**src/hdl/rd_pkg.sv**
```systemverilog
// shared types and codes for the rectangle difference block
// no dependencies
`default_nettype none

package rd_pkg;

  // what the back end does with a queued item
  localparam logic [1:0] KIND_WHOLE  = 2'd0;  // no overlap, pass A through
  localparam logic [1:0] KIND_COVER  = 2'd1;  // A fully covered
  localparam logic [1:0] KIND_PIECES = 2'd2;  // one to four remainder pieces

  // piece slots, emitted lowest first
  localparam int PC_TOP    = 0;
  localparam int PC_LEFT   = 1;
  localparam int PC_RIGHT  = 2;
  localparam int PC_BOTTOM = 3;
  localparam int NUM_PC    = 4;

  // coordinates carried per queued item: A, then the clipped area
  localparam int NUM_CRD = 8;
  localparam int CI_L  = 0;
  localparam int CI_T  = 1;
  localparam int CI_R  = 2;
  localparam int CI_B  = 3;
  localparam int CI_X0 = 4;
  localparam int CI_Y0 = 5;
  localparam int CI_X1 = 6;
  localparam int CI_Y1 = 7;

  typedef struct packed {
    logic [1:0]        kind;
    logic [NUM_PC-1:0] mask;
  } rd_ctl_t;

endpackage

`default_nettype wire

```
**src/hdl/rd_front.sv**
```systemverilog
// front end: clips B to A and classifies the clipped area into piece slots
// depends on rd_pkg
`default_nettype none

module rd_front #(
  parameter int COORD_BITS = 16
) (
  input  wire logic signed [COORD_BITS-1:0]              a_left,
  input  wire logic signed [COORD_BITS-1:0]              a_top,
  input  wire logic signed [COORD_BITS-1:0]              a_right,
  input  wire logic signed [COORD_BITS-1:0]              a_bottom,
  input  wire logic signed [COORD_BITS-1:0]              b_left,
  input  wire logic signed [COORD_BITS-1:0]              b_top,
  input  wire logic signed [COORD_BITS-1:0]              b_right,
  input  wire logic signed [COORD_BITS-1:0]              b_bottom,
  output rd_pkg::rd_ctl_t                                ctl,
  output logic [rd_pkg::NUM_CRD*COORD_BITS-1:0]          crd
);

  logic signed [COORD_BITS-1:0] x0, y0, x1, y1;
  logic overlap, lx, rx, ty, by;
  logic [rd_pkg::NUM_PC-1:0] mask;

  always_comb begin
    x0 = (b_left   > a_left)   ? b_left   : a_left;
    y0 = (b_top    > a_top)    ? b_top    : a_top;
    x1 = (b_right  < a_right)  ? b_right  : a_right;
    y1 = (b_bottom < a_bottom) ? b_bottom : a_bottom;
    overlap = (x0 < x1) && (y0 < y1);
    lx = (x0 == a_left);
    rx = (x1 == a_right);
    ty = (y0 == a_top);
    by = (y1 == a_bottom);

    // side pieces span y0..y1; y1 equals the bottom of A when the bottom is touched
    mask = '0;
    mask[rd_pkg::PC_TOP]    = !ty;
    mask[rd_pkg::PC_LEFT]   = !lx;
    mask[rd_pkg::PC_RIGHT]  = !rx;
    mask[rd_pkg::PC_BOTTOM] = !by;

    if (!overlap) begin
      ctl.kind = rd_pkg::KIND_WHOLE;
      ctl.mask = rd_pkg::NUM_PC'(1);
    end else if (mask == '0) begin
      ctl.kind = rd_pkg::KIND_COVER;
      ctl.mask = rd_pkg::NUM_PC'(1);
    end else begin
      ctl.kind = rd_pkg::KIND_PIECES;
      ctl.mask = mask;
    end

    crd = {y1, x1, y0, x0, a_bottom, a_right, a_top, a_left};
  end

endmodule

`default_nettype wire

```
**src/hdl/rd_queue.sv**
```systemverilog
// two-entry first-word-fall-through queue between front and back end
// no dependencies
`default_nettype none

module rd_queue #(
  parameter int WIDTH = 134
) (
  input  wire logic             clk,
  input  wire logic             rst_n,
  input  wire logic             push,
  input  wire logic [WIDTH-1:0] wdata,
  output logic                  full,
  input  wire logic             pop,
  output logic [WIDTH-1:0]      rdata,
  output logic                  empty
);

  localparam int DEPTH = 2;
  localparam int AW    = 1;

  logic [WIDTH-1:0] store_r [DEPTH];
  logic [AW-1:0]    wp_r, wp_nxt, rp_r, rp_nxt;
  logic [AW:0]      cnt_r, cnt_nxt;
  logic             wr_en, rd_en;

  assign full  = (cnt_r == (AW+1)'(DEPTH));
  assign empty = (cnt_r == '0);
  assign wr_en = push && !full;
  assign rd_en = pop && !empty;
  assign rdata = store_r[rp_r];

  always_comb begin
    wp_nxt  = wr_en ? wp_r + AW'(1) : wp_r;
    rp_nxt  = rd_en ? rp_r + AW'(1) : rp_r;
    cnt_nxt = cnt_r + (AW+1)'(wr_en) - (AW+1)'(rd_en);
  end

  always_ff @(posedge clk) begin
    if (!rst_n) begin
      wp_r  <= '0;
      rp_r  <= '0;
      cnt_r <= '0;
    end else begin
      wp_r  <= wp_nxt;
      rp_r  <= rp_nxt;
      cnt_r <= cnt_nxt;
    end
  end

  always_ff @(posedge clk) begin
    if (wr_en) begin
      store_r[wp_r] <= wdata;
    end
  end

endmodule

`default_nettype wire

```
**src/hdl/rd_back.sv**
```systemverilog
// back end: walks the piece slots of one item and emits one result a cycle while out_pop takes each result
// depends on rd_pkg
`default_nettype none

module rd_back #(
  parameter int COORD_BITS = 16
) (
  input  wire logic                                     clk,
  input  wire logic                                     rst_n,
  input  wire logic                                     q_empty,
  input  wire rd_pkg::rd_ctl_t                          q_ctl,
  input  wire logic [rd_pkg::NUM_CRD*COORD_BITS-1:0]    q_crd,
  output logic                                          q_pop,
  output logic                                          out_empty,
  input  wire logic                                     out_pop,
  output logic [COORD_BITS-1:0]                         piece_left,
  output logic [COORD_BITS-1:0]                         piece_top,
  output logic [COORD_BITS-1:0]                         piece_right,
  output logic [COORD_BITS-1:0]                         piece_bottom,
  output logic                                          piece_valid,
  output logic                                          last_piece
);

  localparam int CB = COORD_BITS;

  // working item
  logic                                  busy_r, busy_nxt;
  logic [1:0]                            kind_r, kind_nxt;
  logic [rd_pkg::NUM_PC-1:0]             rem_r, rem_nxt;
  logic [rd_pkg::NUM_CRD*CB-1:0]         crd_r, crd_nxt;

  // output register
  logic          ovld_r, ovld_nxt;
  logic [CB-1:0] pl_r, pl_nxt, pt_r, pt_nxt, pr_r, pr_nxt, pb_r, pb_nxt;
  logic          pv_r, pv_nxt, lp_r, lp_nxt;

  logic [rd_pkg::NUM_PC-1:0] sel, rem_after;
  logic [CB-1:0] c_l, c_t, c_r, c_b, c_x0, c_y0, c_x1, c_y1;
  logic adv, issue, done, load;

  assign c_l  = crd_r[rd_pkg::CI_L*CB  +: CB];
  assign c_t  = crd_r[rd_pkg::CI_T*CB  +: CB];
  assign c_r  = crd_r[rd_pkg::CI_R*CB  +: CB];
  assign c_b  = crd_r[rd_pkg::CI_B*CB  +: CB];
  assign c_x0 = crd_r[rd_pkg::CI_X0*CB +: CB];
  assign c_y0 = crd_r[rd_pkg::CI_Y0*CB +: CB];
  assign c_x1 = crd_r[rd_pkg::CI_X1*CB +: CB];
  assign c_y1 = crd_r[rd_pkg::CI_Y1*CB +: CB];

  always_comb begin
    sel       = rem_r & (~rem_r + rd_pkg::NUM_PC'(1));
    rem_after = rem_r & (rem_r - rd_pkg::NUM_PC'(1));
    adv       = !ovld_r || out_pop;
    issue     = busy_r && adv;
    done      = issue && (rem_after == '0);
    load      = (!busy_r || done) && !q_empty;

    busy_nxt = busy_r;
    kind_nxt = kind_r;
    rem_nxt  = rem_r;
    crd_nxt  = crd_r;
    if (load) begin
      busy_nxt = 1'b1;
      kind_nxt = q_ctl.kind;
      rem_nxt  = q_ctl.mask;
      crd_nxt  = q_crd;
    end else if (done) begin
      busy_nxt = 1'b0;
    end else if (issue) begin
      rem_nxt = rem_after;
    end

    ovld_nxt = ovld_r;
    pl_nxt = pl_r;
    pt_nxt = pt_r;
    pr_nxt = pr_r;
    pb_nxt = pb_r;
    pv_nxt = pv_r;
    lp_nxt = lp_r;
    if (issue) begin
      ovld_nxt = 1'b1;
      lp_nxt   = (rem_after == '0);
      pv_nxt   = 1'b1;
      case (kind_r)
        rd_pkg::KIND_WHOLE: begin
          pl_nxt = c_l;  pt_nxt = c_t;  pr_nxt = c_r;  pb_nxt = c_b;
        end
        rd_pkg::KIND_COVER: begin
          pl_nxt = '0;  pt_nxt = '0;  pr_nxt = '0;  pb_nxt = '0;
          pv_nxt = 1'b0;
        end
        default: begin
          // slot select is one-hot
          pl_nxt = c_l;  pt_nxt = c_y1;  pr_nxt = c_r;  pb_nxt = c_b;
          if (sel[rd_pkg::PC_TOP]) begin
            pt_nxt = c_t;  pb_nxt = c_y0;
          end else if (sel[rd_pkg::PC_LEFT]) begin
            pt_nxt = c_y0;  pr_nxt = c_x0;  pb_nxt = c_y1;
          end else if (sel[rd_pkg::PC_RIGHT]) begin
            pl_nxt = c_x1;  pt_nxt = c_y0;  pb_nxt = c_y1;
          end
        end
      endcase
    end else if (adv) begin
      ovld_nxt = 1'b0;
    end
  end

  always_ff @(posedge clk) begin
    if (!rst_n) begin
      busy_r <= 1'b0;
      ovld_r <= 1'b0;
    end else begin
      busy_r <= busy_nxt;
      ovld_r <= ovld_nxt;
    end
  end

  always_ff @(posedge clk) begin
    kind_r <= kind_nxt;
    rem_r  <= rem_nxt;
    crd_r  <= crd_nxt;
    pl_r   <= pl_nxt;
    pt_r   <= pt_nxt;
    pr_r   <= pr_nxt;
    pb_r   <= pb_nxt;
    pv_r   <= pv_nxt;
    lp_r   <= lp_nxt;
  end

  assign q_pop        = load;
  assign out_empty    = !ovld_r;
  assign piece_left   = pl_r;
  assign piece_top    = pt_r;
  assign piece_right  = pr_r;
  assign piece_bottom = pb_r;
  assign piece_valid  = pv_r;
  assign last_piece   = lp_r;

endmodule

`default_nettype wire

```
**src/hdl/rectangle_difference_top.sv**
```systemverilog
// rectangle difference A minus B: front classifier, item queue, piece emitter
// datapath: queue entry, then working item register, then output register
// throughput: one result beat per cycle from the single output register while
//   items are queued and out_pop takes each beat; n pieces (1 to 4) give n beats
// reset: rst_n synchronous active low empties the queue and output; payload kept
`default_nettype none

module rectangle_difference_top #(
  parameter int COORD_BITS = 16
) (
  input  wire logic                          clk,
  input  wire logic                          rst_n,
  input  wire logic                          in_push,
  output logic                               in_full,
  input  wire logic signed [COORD_BITS-1:0]  in_a_left,
  input  wire logic signed [COORD_BITS-1:0]  in_a_top,
  input  wire logic signed [COORD_BITS-1:0]  in_a_right,
  input  wire logic signed [COORD_BITS-1:0]  in_a_bottom,
  input  wire logic signed [COORD_BITS-1:0]  in_b_left,
  input  wire logic signed [COORD_BITS-1:0]  in_b_top,
  input  wire logic signed [COORD_BITS-1:0]  in_b_right,
  input  wire logic signed [COORD_BITS-1:0]  in_b_bottom,
  output logic                               out_empty,
  input  wire logic                          out_pop,
  output logic signed [COORD_BITS-1:0]       out_piece_left,
  output logic signed [COORD_BITS-1:0]       out_piece_top,
  output logic signed [COORD_BITS-1:0]       out_piece_right,
  output logic signed [COORD_BITS-1:0]       out_piece_bottom,
  output logic                               out_piece_valid,
  output logic                               out_last_piece
);

  localparam int CRD_W = rd_pkg::NUM_CRD * COORD_BITS;
  localparam int Q_W   = CRD_W + $bits(rd_pkg::rd_ctl_t);

  rd_pkg::rd_ctl_t    f_ctl, q_ctl;
  logic [CRD_W-1:0]   f_crd, q_crd;
  logic [Q_W-1:0]     q_rdata;
  logic               q_empty, q_pop;
  logic [COORD_BITS-1:0] pl, pt, pr, pb;

  rd_front #(.COORD_BITS(COORD_BITS)) u_front (
    .a_left   (in_a_left),
    .a_top    (in_a_top),
    .a_right  (in_a_right),
    .a_bottom (in_a_bottom),
    .b_left   (in_b_left),
    .b_top    (in_b_top),
    .b_right  (in_b_right),
    .b_bottom (in_b_bottom),
    .ctl      (f_ctl),
    .crd      (f_crd)
  );

  rd_queue #(.WIDTH(Q_W)) u_queue (
    .clk   (clk),
    .rst_n (rst_n),
    .push  (in_push),
    .wdata ({f_ctl, f_crd}),
    .full  (in_full),
    .pop   (q_pop),
    .rdata (q_rdata),
    .empty (q_empty)
  );

  assign q_ctl = q_rdata[Q_W-1:CRD_W];
  assign q_crd = q_rdata[CRD_W-1:0];

  rd_back #(.COORD_BITS(COORD_BITS)) u_back (
    .clk          (clk),
    .rst_n        (rst_n),
    .q_empty      (q_empty),
    .q_ctl        (q_ctl),
    .q_crd        (q_crd),
    .q_pop        (q_pop),
    .out_empty    (out_empty),
    .out_pop      (out_pop),
    .piece_left   (pl),
    .piece_top    (pt),
    .piece_right  (pr),
    .piece_bottom (pb),
    .piece_valid  (out_piece_valid),
    .last_piece   (out_last_piece)
  );

  assign out_piece_left   = pl;
  assign out_piece_top    = pt;
  assign out_piece_right  = pr;
  assign out_piece_bottom = pb;

endmodule

`default_nettype wire

```
**config.mk**
```make
export PLATFORM = sky130hd
export DESIGN_NAME = rectangle_difference_top
export DESIGN_NICKNAME = d
export VERILOG_FILES = /design/src/hdl/rd_pkg.sv /design/src/hdl/rd_front.sv /design/src/hdl/rd_queue.sv /design/src/hdl/rd_back.sv /design/src/hdl/rectangle_difference_top.sv
export SDC_FILE = /design/constraint.sdc
export NUM_CORES = 1
export LEC_CHECK = 0
export ABC_AREA = 1
export BUFFER_PORTS_ARGS = -buffer_cell sky130_fd_sc_hd__buf_2
export CAP_MARGIN = 20
export CORE_MARGIN = 2
export CORE_UTILIZATION = 45
export CTS_CLUSTER_DIAMETER = 30
export DETAILED_ROUTE_END_ITERATION = 10
export PLACE_DENSITY = 0.75
export SLEW_MARGIN = 20
export SYNTH_ARGS = -nofsm -noshare
export SYNTH_HDL_FRONTEND = slang
export SYNTH_SLANG_ARGS = --single-unit
```
**constraint.sdc**
```tcl
create_clock -name clk -period 8.23 [get_ports clk]
set_input_delay 0.823 -clock clk [delete_from_list [all_inputs] [get_ports clk]]
set_output_delay 0.823 -clock clk [all_outputs]
set_load 0.05 [all_outputs]
```
# Word-level counts from Yosys, hierarchy flattened
# Memories as Yosys holds them, arrays and structs flattened. A register that Yosys moved wholly into a read port is not among the register bits.
# Cells that the tools add are included.
# W data, S select, Z words.
# word_totals
register_bits,206
memories,1
ram_bits,268
in_bits,132
# op_classes
bitwise_logic,3
n_mux,33
n_lt_le_gt_ge,6
addsub,6
reduce_logical,24
n_eq_ne,7
# mem_list
name,words,width,rd,rd_clocked_by_memory_dff,wr,line_no,rtl
u_queue.store_r,2,134,1,1,1,rd_queue.sv:21,logic [WIDTH-1:0] store_r [DEPTH];
# ops
cell,n
$mux W16,15
$pmux W16 S2,4
$eq A16 B16 Y1,4
$lt A16 B16 Y1,4
$gt A16 B16 Y1,2
$mux W4,3
$mux W6,2
$mux W1,9
$logic_not A1 Y1,8
$logic_not A4 Y1,2
$logic_and A1 B1 Y1,6
$reduce_bool A2 Y1,3
$and A4 B4 Y4,1
$logic_not A2 Y1,2
$sub A4 B1 Y4 const B,1
$add A3 B1 Y3 const B,1
$and A3 B3 Y3,1
$not A3 Y3,1
$add A1 B1 Y1 const B,2
$add A2 B1 Y2,1
$eq A2 B1 Y1 const B,1
$eq A2 B2 Y1 const B,1
$logic_or A1 B1 Y1,2
$ne A2 B2 Y1 const B,1
other kinds (2),2

# Longest topological paths before layout
# Gate-level depths: netlist of run 1.
# depth
depth_word,9
depth_mapped,29

# By module
# From an unflattened synthesis of run 1, not the netlist that was laid out.
# unflattened
cells_unflattened,1895
hier_area_um2,22849.4
# by_module_without_submodules
module,n_inst,cells_per_inst,seq_area_each_um2,area_each_um2
rd_queue,1,455,8147.8,10154.7
rd_back,1,549,6045.8,7743.7
rd_front,1,891,0.0,4951.0

# Least setup slack after synthesis of run 1
# No wires, ideal clock.
# synth_timing
path_kind,input-to-reg
from,input in_push
to,memory u_queue.store_r[1][0] (enable)
stages,2
arrival_ns,6.551
required_time_ns,7.599
n_path_buf,0
slack_ns,1.048
path_cell_list,o21ai_0 nor2_1
# synth_via
elab_chain_cells,3
# synth_lines
item,line_no,rtl
from (decl),rectangle_difference_top.sv:13,"input wire logic in_push,"
$logic_and A1 B1 Y1,rd_queue.sv:28,assign wr_en = push && !full;
$mux W1,rd_queue.sv:51,if (wr_en) begin
$mux W1 (not written as such),rd_queue.sv:52,store_r[wp_r] <= wdata;
to (decl),rd_queue.sv:21,
# Every way passes these cells.

==> summary.txt, run 1 <==
Routed length per placed instance - 18.7 um
Net Count, Synth - 2,320
WL final - 56.5 mm
Vias - 15,969
Endpoints failing hold - 0
CTS Buffer Depth - 3
Hold_buf cts - 0
Dpl ws - 2.98 ns
Share of post-route cells with drive strength above 1 - 17.2%
Required @ worst endpoint - 8.55 ns
Placed cell areas - 23,500 sq um
CP Launch Type - input port
Pwr/cell area - 398 nW/um^2
I/O pin total - 200
Post-synth ARST share - 0%
Die Height - 225 um
Rel. slew slack - 29.1%
DRT antenna net count - 0
Status - finished, final reports clean
Final Worst Setup Slack - 3.45 ns
Total global routing overflow - 0
Area Growth Syn to Fin - 21.1%
Post-CTS sizing - 0
Top cell type's share of synthesized area - 64.0%
Nets - 2,552
Vias in the first global route - 15,313
Clk slew on worst S/H paths - 0.04 ns
Row cnt - 80
Synth area leaders - edfxtp_1 64%, nand2_1 12%, ha_1 5.2%, nand3_1 3.4%, inv_1 3.3%
CP max FO - 32
Worst IR drop on VDD - 0.179 mV
DIE WIDTH - 225 um
Max-Cap Viols - 0
Setup Buffers After CTS - 0
Final min period - 4.78 ns
Iter 0 DRT Violations - 1,668
Syn_area_per_cell - 10.5 sq um
CP Capture Type - flip-flop
Max Fclk - 209 MHz
Largest net degree at the start of global routing - 74
# DRC - 0
Synth area leader - edfxtp_1
Initial antenna violation count - 6
CTS tree - yes
H-tree depth - 3
Sequential cell area fraction in the yosys report - 64.7%
Finished Cell Area - 26,600 sq um
CTS Sinks - 475
Synthesized cell area - 21,900 sq um
Clk root buf - clkbuf_16
Synth unique cells - 38
Flops & latches, synth - 475
Pleak - 11.6 nW
Post-synth EDFFs - 468
Period utilization - 58.1%
Clock buffer count from CTS - 88
Tightest Hold Check Type - in -> reg
Power consumption - 10.6 mW
Final setup fails - 0
GRT Util Overall - 22.1%
First-pass GRT wire length - 84.7 mm
Synth Warn # - 0
Crit path DAT - 5.10 ns
Setup TNS - 0 ns
Initial Util - 45.8%
Post-Route Skew - 0.0217 ns
Critical path type - in -> reg
Synth Flop Type - edfxtp_1
Full die area - 50,600 sq um
Syn Inst Count - 2,096
Via density - 5.29
Placer Congestion - 0.889
Final Max Slew Viols - 0
Drt pass-1 iters - 6
Core ar. - 47,900 sq um
RSZ-0062 raised after global routing - no
Worst slew pin tran - 1.06 ns
Placed wire-length estimate - 38.1 mm
# port buffers - 199
Clk_lat worst skew - 0.61 ns
## worst paths after layout
path                   start                       to  slack, ns  cells after the start
min reg2reg     u_queue.rp_r                flip-flop       0.43                      1
max reg2reg  u_back.rem_r[0]      u_back.piece_top[1]       4.15                      8
min            in_a_right[4]   u_queue.store_r[1][36]       0.43                      1
max             in_a_top[15]  u_queue.store_r[1][131]       3.45                     21
## Yosys cell counts (4+ instances only)
library cell and number:
o21ai_1 10, o21bai_1 6, o211ai_1 4, nand2_2 12
nor3_1 11, ha_1 92, nand3_1 148, o21ai_0 63
a31oi_1 4, or2_2 15, buf_6 4, xor2_1 6
nor2_1 137, nand2_1 687, buf_2 9, a21oi_1 95
nand3b_1 5, edfxtp_1 468, dfxtp_1 7, clkbuf_1 50
buf_1 7, o21ai_2 5, nand4_1 18, inv_1 192
a32o_1 12
## sequential cells by signal (all words and copies together) (netlist names), named ones only
signal,cells
u_back.last_piece,1
u_back.kind_r,2
u_back.piece_bottom,16
u_queue.cnt_r,2
u_queue.store_r,268
u_back.piece_right,16
u_back.rem_r,4
u_back.piece_top,16
u_queue.wp_r,1
u_back.ovld_r,1
u_back.piece_valid,1
u_back.piece_left,16
u_back.crd_r,128
u_back.busy_r,1
u_queue.rp_r,1
## per-layer routing
layer | share of wire, % | track usage [%] | vias to the layer above | wire [um]
met5 | 0.023 | 0 | - | 13
met4 | 3.0 | 9.12 | 2 | 1700
met3 | 7.8 | 4.57 | 117 | 4390
li1 | - | - | 7628 | -
met2 | 47 | 35.3 | 672 | 26500
met1 | 42 | 29.5 | 7550 | 23900
## final cells by class
type                            instances  area, sq um
Inverter                              198          748
Timing Repair Buffer                  214         1140
Clock buffer                           94         2220
Antenna cell                            4         10.0
Fill cell                            3883        21400
Clock inverter                         70          764
Multi-Input combinational cell       1351         6720
Sequential cell                       475        14200
Tap cell                              615          769
## report_power, final
| group | leakage [nW] | switching (mW) | internal, mW | total, mW |
|---|---|---|---|---|
| clock network | 1.45 | 1.24 | 2.33 | 3.57 |
| logic | 5.65 | 2.27 | 0.714 | 2.98 |
| registers | 4.46 | 0.309 | 3.73 | 4.04 |
| total | 11.6 | 3.81 | 6.77 | 10.6 |
## cell families (layout without fill, tap and decap cells)
logic type	count (synthesis)	in the layout	share of synthesized area, %
fa+ha+maj	92	92	5.24
xor+xnor	6	6	0.239
simple gates	1041	1041	19.5
compound gates	212	212	5.47
flops	475	475	64.7
other cells	0	4	0
buf+inv	270	576	4.84
## worst max-delay path, stage by stage
cell and delay, ns:
buf_2 0.14, inv_1 0.07, ha_1 0.42, a21oi_1 0.19, o21ai_1 0.07, a21oi_1 0.45, nand2_1 0.15, nand2_2 0.13
nand3_2 0.56, o21ai_1 0.70, ha_1 0.36, a21oi_1 0.17, nor2_1 0.05, a211oi_1 0.17, nand2_1 0.13, nand2_1 0.10
nand2_1 0.06, nand2_1 0.07, nand2_1 0.07, nand2_2 0.12, nor2_1 0.07
## metrics by stage
stage	util [%]	hold WS, ns	instances
floorplan	-	0.425	2096
global placement	49.1	0.427	2851
detailed placement	49.1	0.434	2852
CTS	55.3	0.406	3016
global route	55.4	0.424	3021
finish	55.4	0.433	3021
## cells in the final DEF, fill, tap and decap left out, types with 6 or more instances in the layout
| cell type | n |
|---|---|
| nor3_1 | 11 |
| a32o_1 | 12 |
| nand3_1 | 148 |
| edfxtp_1 | 468 |
| a21oi_1 | 95 |
| o21bai_1 | 6 |
| clkinv_2 | 15 |
| inv_1 | 192 |
| or2_2 | 15 |
| dfxtp_1 | 6 |
| buf_2 | 199 |
| clkbuf_16 | 88 |
| clkinv_1 | 10 |
| clkbuf_1 | 6 |
| buf_4 | 13 |
| nand4_1 | 18 |
| nor2_1 | 134 |
| xor2_1 | 6 |
| o21ai_1 | 10 |
| clkinvlp_4 | 9 |
| clkinv_4 | 9 |
| ha_1 | 92 |
| nand2_1 | 686 |
| o21ai_0 | 63 |
| nand2_2 | 13 |
| bufinv_16 | 11 |
| inv_6 | 14 |
(Power assumes the default switching activity.)
==> inputs of run 2 (changes only) <==
ABC_AREA = 0   (was 1)
clock period = 4.53 ns   (was 8.23 ns; I/O delays follow)
==> run 2 against run 1 <==
- the flow now finishes with violations (DRC)
- synthesized area decreased by 3.1%
- global-route usage down 0.19 points
- total power rose by 67%
- largest cell class unchanged
- setup slack worse by 3.3 ns
==> summary.txt, run 2 <==
# DRC - 16
Initial antenna violation count - 2
CP max FO - 10
Sw Pwr - 5.82 mW
CTS tree - yes
Max-Cap Viols - 0
Endpoints failing hold - 0
Crit path DAT - 4.66 ns
Clk_lat worst skew - 0.58 ns
Area Growth Syn to Fin - 29.1%
Number of fill cells in the layout - 3,587
GRT Util Overall - 21.9%
Tightest Hold Check Type - in -> reg
Sequential cell area fraction in the yosys report - 66.7%
DIE WIDTH - 221 um
Pwr/cell area - 642 nW/um^2
Top cell type's share of synthesized area - 66.1%
Commonest non-fill, non-tap cells in the layout - 468 x edfxtp_1, 231 x buf_4, 199 x buf_2
Max reg flops - 268
Synth Warn # - 0
First-pass GRT wire length - 81.8 mm
Post-synth ARST share - 0%
Synth area leader - edfxtp_1
Comb pwr share - 27.9%
# port buffers - 199
Pleak - 11.0 nW
Final Max Slew Viols - 0
Dpl ws - -0.534 ns
Drt pass-1 iters - 8
DRT antenna net count - 0
CP Launch Type - input port
Net Count, Synth - 1,668
Post-synth EDFFs - 468
Reg area - 14,200 sq um
Final min period - 4.35 ns
Synthesized cell area - 21,300 sq um
CTS Buffer Depth - 3
Period utilization - 95.9%
Required @ worst endpoint - 4.85 ns
Core ar. - 46,700 sq um
Power consumption - 17.6 mW
Total global routing overflow - 0
Initial Util - 45.6%
Worst IR drop on VDD - 0.549 mV
Share of post-route cells with drive strength above 1 - 38.2%
Full die area - 49,000 sq um
WHS - 0.162 ns
Post-Route Skew - 0.0194 ns
Synth Flop Type - edfxtp_1
Largest net degree at the start of global routing - 135
Sequential power share - 40.8%
Syn Inst Count - 1,444
Vias in the first global route - 14,116
Clk slew on worst S/H paths - 0.05 ns
Multi-input logic area - 6710 sq um
CTS Sinks - 475
Worst slew pin tran - 0.941 ns
Failing checks - DRC
WL final - 54.2 mm
Top reg by flops - u_queue.store_r
Switching share of power - 33.0%
CP Capture Type - flip-flop
H-tree depth - 3
Placer Congestion - 0.932
Placed wire-length estimate - 37.4 mm
Row cnt - 79
Status - finished with violations
Synth area leaders - edfxtp_1 66%, mux2_2 7.9%, ha_1 5.4%, mux2i_1 3.2%, nand2_1 2.4%
Iter 0 DRT Violations - 1,113
Die Height - 221 um
Hold_buf cts - 0
Syn_area_per_cell - 14.7 sq um
Rel. slew slack - 37.2%
Clock buffer count from CTS - 71
I/O pin total - 200
Largest regs - u_queue.store_r (268), u_back.crd_r (128)
Critical path type - in -> reg
Internal power - 11.8 mW
Clk root buf - clkbuf_16
Max Fclk - 230 MHz
Leading cell type in the layout, fill and taps excluded - edfxtp_1
Final Worst Setup Slack - 0.184 ns
Flops & latches, synth - 475
Clock share of power - 31.3%
Nets - 2,133
Via density - 5.30
Routed length per placed instance - 21.0 um
Vias - 13,663
Setup TNS - 0 ns
Synth unique cells - 62
Final setup fails - 0
Most frequent cell after synthesis - edfxtp_1
Most frequent cells after synthesis - 468 x edfxtp_1, 149 x mux2_2, 136 x nand2_1, 108 x inv_1, 92 x ha_1
Final core area utilization - 58.9%
-- run 2: changes by cell type after synthesis, sizes merged, moves of 76 or more --
cell and delta:
a21oi -76, inv -87, mux2 +149, nand2 -563
nand3 -128, nor2 -121
-- run 2: final cells by class --
type                    count  share of cell area (%)
clock inverters            47                    1.90
clock buffers              83                    7.02
diodes                      4                  0.0364
repair buffers            439                    10.7
flip-flops and latches    475                    51.7
multi-input cells         814                    24.4
well taps                 607                    2.77
inverters                 108                    1.51
-- run 2: worst paths after layout --
path / start / endpoint / slack, ns / cells after the start
setup / recovery: in_a_top[7] / u_queue.store_r[0][128] / 0.18 / 19
hold / removal: rst_n / u_queue.wp_r / 0.16 / 2
setup reg to reg: u_back.rem_r[0] / u_back.crd_r[32] / 1.32 / 8
hold reg to reg: u_back.busy_r / u_back.ovld_r / 0.48 / 2
-- run 2: kinds of logic after synthesis --
group | Yosys count | synth area share, %
mux | 216 | 11.0
simple gates | 264 | 5.93
xor+xnor | 67 | 2.76
fa+ha+maj | 93 | 5.46
buf+inv | 155 | 2.78
compound gates | 174 | 5.32
flops | 475 | 66.7
-- run 2: through the flow --
step | instances | area [sq um]
after global placement | 2438 | 24800
after CTS | 2569 | 27300
after floorplan | 1444 | 21400
final | 2577 | 27500
after detailed placement | 2439 | 24900
after global routing | 2575 | 27500
-- run 2: critical path, cell delays in order --
cell,delay [ns]
buf_2,0.12
inv_1,0.06
ha_1,0.34
a21oi_1,0.21
a2111oi_2,0.10
buf_4,0.16
a2111oi_4,0.42
mux2i_4,0.43
buf_12,0.16
buf_4,0.16
nand2_1,0.07
o21ai_1,0.17
ha_1,0.31
o21a_1,0.14
a2111oi_4,0.37
o21ai_1,0.13
a22oi_2,0.18
o311ai_2,0.14
or4_4,0.52
-- run 2: per-layer routing --
layer | vias to the layer above | wire, um | track usage [%]
met5 | - | 0 | 0
met4 | 0 | 1440 | 7.82
met3 | 86 | 3380 | 3.53
met2 | 460 | 25600 | 35.6
met1 | 6757 | 23700 | 29.9
li1 | 6360 | - | -
-- run 2: power groups by stage --
stage	logic (mW)	registers, mW	clock network (mW)
after floorplan	2.44	7.85	0
after CTS	4.90	7.20	5.58
after global placement	4.74	7.21	0
after detailed placement	4.84	7.26	0
final	4.92	7.20	5.52
after global routing	5.27	7.30	5.78
-- run 2: timing repair --
action / in CTS / in global routing
gates resized for setup: 0 / 20
endpoints found under the setup margin: 0 / 12
setup buffers: 0 / 2
